===== config.mk =====
export PLATFORM = sky130hd
export DESIGN_NAME = mi4_ctrl
export DESIGN_NICKNAME = d
export VERILOG_FILES = /design/src/hdl/mi4_pkg.sv /design/src/hdl/mi4_ctrl.sv
export SDC_FILE = /design/constraint.sdc
export NUM_CORES = 1
export LEC_CHECK = 0
export BUFFER_PORTS_ARGS = -buffer_cell sky130_fd_sc_hd__buf_2
export CAP_MARGIN = 30
export CORE_UTILIZATION = 45
export DETAILED_ROUTE_END_ITERATION = 8
export MAX_ROUTING_LAYER = met4
export PLACE_DENSITY = 0.75
export RECOVER_POWER = 100
export SETUP_SLACK_MARGIN = 0.02
export SYNTH_ARGS = -nofsm -noshare
export SYNTH_HDL_FRONTEND = slang
export SYNTH_SLANG_ARGS = --single-unit

===== constraint.sdc =====
create_clock -name clk -period 8.16 [get_ports clk]
set_clock_uncertainty 0.15 [all_clocks]
set_input_delay 0.408 -clock clk [delete_from_list [all_inputs] [get_ports clk]]
set_output_delay 0.408 -clock clk [all_outputs]
set_load 0.1 [all_outputs]

===== src/hdl/mi4_pkg.sv =====
package mi4_pkg;

  // Source of the wide multiplier operand.
  typedef enum logic [1:0] {
    SRC_ELEM  = 2'd0,
    SRC_MINOR = 2'd1,
    SRC_ADJ   = 2'd2
  } a_src_t;

  // Row pairs and column pairs of the shared 2x2 minors.
  localparam logic [1:0] PAIR_ROW_A [6] = '{2'd2, 2'd1, 2'd1, 2'd0, 2'd0, 2'd0};
  localparam logic [1:0] PAIR_ROW_B [6] = '{2'd3, 2'd3, 2'd2, 2'd3, 2'd2, 2'd1};
  localparam logic [1:0] PAIR_COL_A [3] = '{2'd2, 2'd1, 2'd1};
  localparam logic [1:0] PAIR_COL_B [3] = '{2'd3, 2'd3, 2'd2};

  // Cofactor expansion: minor pair and element row of each of the three terms.
  localparam logic [2:0] TERM_PAIR [4][3] = '{
    '{3'd0, 3'd1, 3'd2}, '{3'd0, 3'd3, 3'd4}, '{3'd1, 3'd3, 3'd5}, '{3'd2, 3'd4, 3'd5}
  };
  localparam logic [1:0] TERM_ROW [4][3] = '{
    '{2'd1, 2'd2, 2'd3}, '{2'd0, 2'd2, 2'd3}, '{2'd0, 2'd1, 2'd3}, '{2'd0, 2'd1, 2'd2}
  };

  typedef struct packed {
    logic       col_wr;
    logic       mac_start;
    logic       mac_clear;
    logic       mac_step;
    logic       mac_sub;
    a_src_t     a_src;
    logic [1:0] a_col;
    logic [1:0] a_row;
    logic [1:0] e_col;
    logic [1:0] e_row;
    logic [4:0] minor_idx;
    logic [3:0] adj_idx;
    logic       store_minor;
    logic       store_adj;
    logic       store_det;
    logic [4:0] store_idx;
    logic       div_load;
    logic       div_bias;
    logic       div_step;
    logic       div_done;
    logic [1:0] res_idx;
  } cmd_t;

  typedef struct packed {
    logic step_last;
  } status_t;

endpackage


===== src/hdl/mi4_ctrl.sv =====
module mi4_ctrl (
  input  logic              clk,
  input  logic              rst,
  input  logic              in_valid,
  output logic              in_ready,
  input  logic [1:0]        col_index,
  output logic              out_valid,
  input  logic              out_ready,
  output logic [1:0]        out_col,
  output logic              last_col,
  output mi4_pkg::cmd_t     cmd,
  input  mi4_pkg::status_t  status
);

  typedef enum logic [10:0] {
    ST_IDLE      = 11'b00000000001,
    ST_MAC_FETCH = 11'b00000000010,
    ST_MAC_START = 11'b00000000100,
    ST_MAC_RUN   = 11'b00000001000,
    ST_STORE     = 11'b00000010000,
    ST_DIV_FETCH = 11'b00000100000,
    ST_DIV_LOAD  = 11'b00001000000,
    ST_DIV_BIAS  = 11'b00010000000,
    ST_DIV_RUN   = 11'b00100000000,
    ST_DIV_DONE  = 11'b01000000000,
    ST_EMIT      = 11'b10000000000
  } state_t;

  typedef enum logic [2:0] {
    PH_MINOR = 3'b001,
    PH_ADJ   = 3'b010,
    PH_DET   = 3'b100
  } phase_t;

  state_t     state, state_next;
  phase_t     phase, phase_next;
  logic [2:0] cnt_a, cnt_a_next;
  logic [1:0] cnt_b, cnt_b_next;
  logic [1:0] term, term_next;
  logic       accept;
  logic       last_term;
  logic [1:0] fq;
  logic [2:0] pidx;

  assign in_ready  = (state == ST_IDLE);
  assign accept    = in_valid && in_ready;
  assign out_valid = (state == ST_EMIT);
  assign out_col   = cnt_a[1:0];
  assign last_col  = (cnt_a[1:0] == 2'd3);

  always_comb begin
    case (phase)
      PH_MINOR: last_term = (term == 2'd1);
      PH_ADJ:   last_term = (term == 2'd2);
      PH_DET:   last_term = (term == 2'd3);
      default:  last_term = 1'b1;
    endcase
  end

  assign fq   = (cnt_b < 2'd2) ? 2'd0 : (cnt_b - 2'd1);
  assign pidx = mi4_pkg::TERM_PAIR[cnt_a[1:0]][term];

  // Operand addresses follow the counters and hold across fetch and start.
  always_comb begin
    cmd = '0;
    cmd.col_wr  = accept;
    cmd.res_idx = cnt_b;
    cmd.adj_idx = (phase == PH_DET) ? {term, 2'b00} : {cnt_a[1:0], cnt_b};
    case (phase)
      PH_MINOR: begin
        cmd.a_src     = mi4_pkg::SRC_ELEM;
        cmd.a_row     = mi4_pkg::PAIR_ROW_A[cnt_a];
        cmd.e_row     = mi4_pkg::PAIR_ROW_B[cnt_a];
        cmd.a_col     = term[0] ? mi4_pkg::PAIR_COL_B[cnt_b] : mi4_pkg::PAIR_COL_A[cnt_b];
        cmd.e_col     = term[0] ? mi4_pkg::PAIR_COL_A[cnt_b] : mi4_pkg::PAIR_COL_B[cnt_b];
        cmd.mac_sub   = term[0];
        cmd.store_idx = 5'({cnt_a, 1'b0}) + 5'(cnt_a) + 5'(cnt_b);
      end
      PH_ADJ: begin
        cmd.a_src     = mi4_pkg::SRC_MINOR;
        cmd.minor_idx = 5'({pidx, 1'b0}) + 5'(pidx) + 5'(fq);
        cmd.e_col     = (cnt_b == 2'd0) ? 2'd1 : 2'd0;
        cmd.e_row     = mi4_pkg::TERM_ROW[cnt_a[1:0]][term];
        cmd.mac_sub   = (term == 2'd1) ^ cnt_b[0] ^ cnt_a[0];
        cmd.store_idx = {1'b0, cnt_a[1:0], cnt_b};
      end
      PH_DET: begin
        cmd.a_src = mi4_pkg::SRC_ADJ;
        cmd.e_col = 2'd0;
        cmd.e_row = term;
      end
      default: begin
        cmd.a_src = mi4_pkg::SRC_ELEM;
      end
    endcase
    case (state)
      ST_MAC_START: begin
        cmd.mac_start = 1'b1;
        cmd.mac_clear = (term == 2'd0);
      end
      ST_MAC_RUN:  cmd.mac_step = 1'b1;
      ST_STORE: begin
        cmd.store_minor = (phase == PH_MINOR);
        cmd.store_adj   = (phase == PH_ADJ);
        cmd.store_det   = (phase == PH_DET);
      end
      ST_DIV_LOAD: cmd.div_load = 1'b1;
      ST_DIV_BIAS: cmd.div_bias = 1'b1;
      ST_DIV_RUN:  cmd.div_step = 1'b1;
      ST_DIV_DONE: cmd.div_done = 1'b1;
      default: begin
      end
    endcase
  end

  always_comb begin
    state_next = state;
    phase_next = phase;
    cnt_a_next = cnt_a;
    cnt_b_next = cnt_b;
    term_next  = term;
    case (state)
      ST_IDLE: begin
        if (accept && (col_index == 2'd3)) begin
          phase_next = PH_MINOR;
          cnt_a_next = '0;
          cnt_b_next = '0;
          term_next  = '0;
          state_next = ST_MAC_FETCH;
        end
      end
      ST_MAC_FETCH: state_next = ST_MAC_START;
      ST_MAC_START: state_next = ST_MAC_RUN;
      ST_MAC_RUN: begin
        if (status.step_last) begin
          if (last_term) begin
            state_next = ST_STORE;
          end else begin
            term_next  = term + 2'd1;
            state_next = ST_MAC_FETCH;
          end
        end
      end
      ST_STORE: begin
        term_next  = '0;
        state_next = ST_MAC_FETCH;
        case (phase)
          PH_MINOR: begin
            if (cnt_b == 2'd2) begin
              cnt_b_next = '0;
              if (cnt_a == 3'd5) begin
                cnt_a_next = '0;
                phase_next = PH_ADJ;
              end else begin
                cnt_a_next = cnt_a + 3'd1;
              end
            end else begin
              cnt_b_next = cnt_b + 2'd1;
            end
          end
          PH_ADJ: begin
            if (cnt_b == 2'd3) begin
              cnt_b_next = '0;
              if (cnt_a == 3'd3) begin
                cnt_a_next = '0;
                phase_next = PH_DET;
              end else begin
                cnt_a_next = cnt_a + 3'd1;
              end
            end else begin
              cnt_b_next = cnt_b + 2'd1;
            end
          end
          default: begin
            phase_next = PH_MINOR;
            cnt_a_next = '0;
            cnt_b_next = '0;
            state_next = ST_DIV_FETCH;
          end
        endcase
      end
      ST_DIV_FETCH: state_next = ST_DIV_LOAD;
      ST_DIV_LOAD:  state_next = ST_DIV_BIAS;
      ST_DIV_BIAS:  state_next = ST_DIV_RUN;
      ST_DIV_RUN: begin
        if (status.step_last) begin
          state_next = ST_DIV_DONE;
        end
      end
      ST_DIV_DONE: begin
        if (cnt_b == 2'd3) begin
          state_next = ST_EMIT;
        end else begin
          cnt_b_next = cnt_b + 2'd1;
          state_next = ST_DIV_FETCH;
        end
      end
      ST_EMIT: begin
        if (out_ready) begin
          cnt_b_next = '0;
          if (cnt_a[1:0] == 2'd3) begin
            cnt_a_next = '0;
            state_next = ST_IDLE;
          end else begin
            cnt_a_next = cnt_a + 3'd1;
            state_next = ST_DIV_FETCH;
          end
        end
      end
      default: state_next = ST_IDLE;
    endcase
  end

  always_ff @(posedge clk) begin
    if (rst) begin
      state <= ST_IDLE;
      phase <= PH_MINOR;
      cnt_a <= '0;
      cnt_b <= '0;
      term  <= '0;
    end else begin
      state <= state_next;
      phase <= phase_next;
      cnt_a <= cnt_a_next;
      cnt_b <= cnt_b_next;
      term  <= term_next;
    end
  end

endmodule

==> results of run 1 <==
how the worst max path moves through the flow:
stage	end	slack, ns	depth (start not counted)
2_1_floorplan	cmd[16]	2.06	3
3_3_place_gp	cmd[21]	4.37	10
3_5_place_dp	cmd[21]	4.26	10
4_1_cts	cmd[21]	3.97	10
5_1_grt	cmd[21]	3.29	10
6_report	cmd[21]	3.52	10
cells in the mapped netlist (3+ instances only):
cell / n / area (um2)
ha_1: 25 / 312.8
nor2_1: 24 / 90.09
dfxtp_1: 21 / 420.4
inv_1: 21 / 78.83
nand2_1: 19 / 71.32
o21ai_0: 18 / 90.09
a21oi_1: 12 / 60.06
clkbuf_1: 12 / 45.04
nand3_1: 7 / 35.03
nor3_1: 7 / 35.03
nor4_1: 7 / 43.79
and2_1: 6 / 37.54
and3_1: 6 / 37.54
nand4_1: 6 / 37.54
xnor2_1: 6 / 52.55
a31oi_1: 5 / 31.28
mux2i_1: 5 / 50.05
a21o_1: 4 / 30.03
fa_1: 4 / 80.08
nand2b_1: 4 / 25.02
nor3b_1: 4 / 30.03
nor4b_1: 4 / 35.03
o22ai_1: 4 / 25.02
or3_1: 4 / 25.02
xor2_1: 4 / 35.03
a22o_1: 3 / 26.28
a2bb2oi_1: 3 / 26.28
buf_4: 3 / 22.52
nor2b_1: 3 / 18.77
o21ai_1: 3 / 15.01
o31ai_1: 3 / 22.52
state kept, by name, summed over array words and instances, names as in the netlist:
| name | flops |
|---|---|
| phase | 3 |
| term | 2 |
| cnt_b | 2 |
| state | 11 |
| cnt_a | 3 |
layer usage:
metal  share of wire  routed length (um)
met4          0.0095                  59
met5               0                   0
met2            0.48                2943
met1            0.45                2759
met3           0.069                 427
metrics by stage:
| stage | cells | util |
|---|---|---|
| floorplan | 293 | - |
| global placement | 390 | 0.5234 |
| detailed placement | 390 | 0.5234 |
| CTS | 394 | 0.5331 |
| global route | 394 | 0.5176 |
| finish | 394 | 0.5176 |
worst reg2reg max path, stage by stage (launching register included):
cell	delay, ns
dfxtp_1	0.40
nor4_1	0.87
nand3_1	0.72
o31ai_1	0.79
o21ai_0	0.19
o311a_1	0.15
cell type report:
cell class	count	share of cell area
Clock buffer	3	0.01667
Clock inverter	1	0.002020
Inverter	21	0.03182
Multi-Input combinational cell	232	0.6682
Sequential cell	21	0.1697
Tap cell	67	0.03384
Timing Repair Buffer	49	0.07778
logic make-up (layout without fill, tap and decap cells):
group / after synthesis / count (layout) / synth area share
flip-flops: 21 / 21 / 0.1853
multiplexers: 6 / 6 / 0.02703
XOR/XNOR: 10 / 10 / 0.03861
buffers and inverters: 40 / 74 / 0.07556
AO/OA/AOI/OAI: 76 / 76 / 0.2234
AND/OR/NAND/NOR: 111 / 111 / 0.2769
adder cells (fa/ha/maj): 29 / 29 / 0.1732
power by group:
group,internal [mW],switching (mW)
sequential,0.117,0.0302
combinational,0.138,0.635
clock,0.0341,0.0375
==> flow_summary.yaml, run 1 <==
worst_setup_path:
  critPathBufInv: 2
  rr_worst_depth: 5
  critPathMaxStageDelay_ns: 0.86
  critPathKind: "reg2out"
  crit_fanout: 10
  critical_path.top_delay_family: "adder cells"
  critPathSlowestCell: "clkbuf_1"
  r2r_slack_ns: 4.78
  rr_startpoint: "state[2]"
  r2r-end: "cnt_a[1]"
  required_ns: 7.60
  start_kind: "flip-flop"
  arrival_ns: 4.09
  crit_start: "cnt_a[0]"
  end_kind: "output port"
  worstPathCellList: "inv_1, ha_1, mux2i_1, o21ai_0, fa_1, ha_1, fa_1, xnor2_1, nor2_1, clkbuf_1"
power:
  power_density_nw_per_um2: 400.6
  total_power_mw: 0.9924
  leakagePower_nw: 1.059
  vdd_drop_max_mv: 0.4108
clock_tree:
  clkLatencyLatePin_ns: 0.27
  cts-root-buf: "clkbuf_8"
  numCtsBuffers: 3
  cts_tree: "yes"
  htree_levels: 1
  ctsResizeCount: 0
  cts.sinks: 21
  clkTransAtPathRegs_ns: 0.09
  cts_buffer_depth: 2
  post-cts-setup-buffers: 0
  hold_buffers: 0
timing:
  fmax_ghz: 0.2153
  final.setup.tns_ns: 0
  maxSlewViolCount: 0
  rsz0062_at_grt: "false"
  fin_ws_ns: 3.516
  min_period_ns: 4.644
  relSlewSlack: 0.1298
  hold_slack_ns: 0.3046
  period_share: 0.5691
  setup_viol: 0
  finalHoldViolCount: 0
  worst_pin_slew_ns: 1.293
synth:
  ys_seq_area_frac: 0.1853
  synth_edf_count: 0
  ys_ff_latch: 21
  syn_nets: 329
  syn_area_um2: 2268
  synthArstFlopShare: 0
  netlist_instances: 293
  yosysWarnings: 0
  syn_avg_cell_area_um2: 7.742
  synth_flop_cell: "dfxtp_1"
  yosysUniqueCellTypes: 58
global_routing:
  overflow: 0
  grt_use_total: 0.2394
  grt_max_degree: 21
  met2_usage: 0.3899
  grt_antenna_before_repair: 0
  grt_pass1_wl_um: 9894
  top_usage_layer: "met2"
  grt_pass1_vias: 2097
  use_met3: 0.03453
  use_met1: 0.3117
floorplan:
  start_util: 0.4740
  rows: 25
  design.die.area_um2: 5329
  io_pins: 50
  die_h_um: 73
  die_x_um: 73
  core_um2: 4786
placed_design:
  finalWeightedCongestion: 0.8969
  place_hpwl_um: 4619
  portBuffers: 49
  placed_cell_area_um2: 2505
  dpl_worst_slack_ns: 4.264
route:
  drc: 0
  ant_nets: 0
  via_per_inst: 6.048
  routed_wl_um: 6190
  dr.pass1.iters: 5
  first_iter_violations: 215
  wl_per_cell_um: 15.71
  vias: 2383
layout:
  antenna_cells: 0
  seq_area_um2: 420.4
  multi_input_area_um2: 1655
  fin_area_um2: 2477
  final_common_cell: "clkbuf_1"
  nets: 364
  area_growth_pct: 9.211
  n_fill_cell: 497
  drive_gt1_frac: 0.04281
  final_cell_mix: "clkbuf_1, ha_1, nor2_1, inv_1, dfxtp_1"
worst_hold_path:
  min_to: "state[10]"
  hold_path_startpoint: "out_ready"
  min_path_type: "in2reg"
  hold-path-cell-count: 4
job:
  drv_cap: 0
outcome:
  status: "finished clean"
Power figures use the tool's default switching activity.
==> inputs of run 2 (changes only) <==
Settings changed: ABC_AREA from default to 1.
Clock period 8.16 ns to 4.7 ns, I/O delays scaled along.
==> flow_summary.yaml, run 2 <==
layout:
  layout.cells.non_filler: 487
  largest_reg_flops: 11
  top_regs: "state: 11 flops, cnt_a: 3 flops, phase: 3 flops"
  area_growth_pct: 8.709
  largest_register: "state"
  postLayoutCoreUtil: 0.5133
  drive_gt1_frac: 0.1055
  final_common_cell: "nand2_1"
  antenna_cells: 0
  nets: 454
  final_cell_mix: "nand2_1, inv_1, nor2_1, clkbuf_1"
synth:
  syn_area_um2: 2442
  yosysWarnings: 0
  netlist_instances: 374
  ys_seq_area_frac: 0.1721
  syn_avg_cell_area_um2: 6.530
  synthArstFlopShare: 0
  syn_nets: 410
  synth_most_common_cell: "nand2_1"
  synth_edf_count: 0
  synth_flop_cell: "dfxtp_1"
  synth.cells.most_frequent: "nand2_1, inv_1, nor2_1"
  yosysTopAreaCellShare: 0.1721
  ys_ff_latch: 21
  synth_area_leader_cell: "dfxtp_1"
  synth_area_leaders: "dfxtp_1, ha_1, nand2_1, inv_1, nor2_1"
  yosysUniqueCellTypes: 41
timing:
  final.setup.tns_ns: 0
  maxSlewViolCount: 0
  period_share: 0.8671
  fmax_ghz: 0.2454
  worst_pin_slew_ns: 1.180
  relSlewSlack: 0.2166
  setup_viol: 0
  rsz0062_at_grt: "false"
  finalHoldViolCount: 0
  min_period_ns: 4.075
worst_hold_path:
  min_to: "state[2]"
  hold_path_startpoint: "rst"
  min_path_type: "in2reg"
  hold-path-cell-count: 2
placed_design:
  place_hpwl_um: 4674
  dpl.cell_count: 483
  finalWeightedCongestion: 0.9222
  portBuffers: 49
job:
  drv_cap: 0
worst_setup_path:
  r2r-end: "state[8]"
  crit_fanout: 10
  critPathKind: "reg2out"
  end_kind: "output port"
  rr_startpoint: "state[10]"
  required_ns: 4.32
  crit_start: "cnt_a[0]"
  rr_worst_depth: 8
  arrival_ns: 3.69
  r2r_slack_ns: 2.31
  start_kind: "flip-flop"
outcome:
  status: "finished clean"
route:
  dr.pass1.iters: 4
  first_iter_violations: 185
  vias: 2448
  routed_wl_um: 6027
  via_per_inst: 5.027
  drc: 0
  wl_per_cell_um: 12.38
  ant_nets: 0
floorplan:
  io_pins: 50
  die_x_um: 75.67
  design.die.area_um2: 5726
  die_h_um: 75.67
  core_um2: 5172
  rows: 26
  start_util: 0.4722
global_routing:
  grt_antenna_before_repair: 0
  overflow: 0
  grt_use_total: 0.2313
  grt_pass1_vias: 2187
  grt_pass1_wl_um: 9929
  grt_max_degree: 21
clock_tree:
  clkLatencyLatePin_ns: 0.26
  cts-root-buf: "clkbuf_8"
  clkTransAtPathRegs_ns: 0.08
  cts_buffer_depth: 2
  hold_buffers: 0
  numCtsBuffers: 3
  ctsResizeCount: 0
  cts.sinks: 21
  post-cts-setup-buffers: 0
  cts_tree: "yes"
  htree_levels: 1
==> run 2: cell count changes after synthesis, sizes merged, moves of 8 or more <==
cell / change
nor4: -8
nand2: +61
clkbuf: -8
nand3: +22
inv: +46
nor2: +45
==> run 2: area by class of cell <==
type	count	area (um2)
fill	539	2517
inverter	67	251.5
tap	70	87.58
clock buffer	4	45.04
multi-input combinational	276	1657
timing repair buffer	49	193.9
sequential	21	420.4
==> run 2: through the flow <==
step	hold WS [ns]	setup slack [ns]	area, um2
floorplan	0.1629	0.2360	2455
global placement	0.2841	1.081	2729
detailed placement	0.2914	1.009	2729
CTS	0.006517	0.7003	2774
global route	0.01217	0.4455	2655
finish	0.01272	0.6247	2655
==> run 2: critical path, stage by stage (launching register included) <==
cell and delay [ns]:
dfxtp_1 0.56, inv_1 0.24, ha_1 0.40, o21ai_0 0.18, o21a_1 0.18, inv_1 0.07, fa_1 0.42, ha_1 0.30
nand3_1 0.06, a21oi_1 0.14, clkbuf_1 0.88
==> run 2: worst max path at each step <==
stage,slack (ns),to
after global placement,1.08,cmd[20]
final,0.62,cmd[22]
after detailed placement,1.01,cmd[20]
after CTS,0.70,cmd[20]
after global routing,0.45,cmd[21]
after floorplan,0.24,cmd[22]
==> run 2: logic make-up after synthesis <==
logic type | after synthesis | share of synthesized area
buffers and inverters | 77 | 0.1270
DFF | 21 | 0.1721
and+or+nand+nor | 191 | 0.3924
AOI/OAI and AO/OA | 53 | 0.1368
xor gates and xnor gates | 3 | 0.01076
adders and majority gates | 29 | 0.1609
==> run 2: per-layer routing <==
layer / up-vias / wire [um] / GRT usage
met4: 0 / 31 / 0.03498
met2: 53 / 2785 / 0.3651
li1: 1271 / - / -
met5: - / 0 / -
met1: 1120 / 2947 / 0.3191
met3: 4 / 263 / 0.03439
Power of run 2 is not shown: default switching activity piles up to over one toggle a cycle in this logic, so the estimate is an artifact.
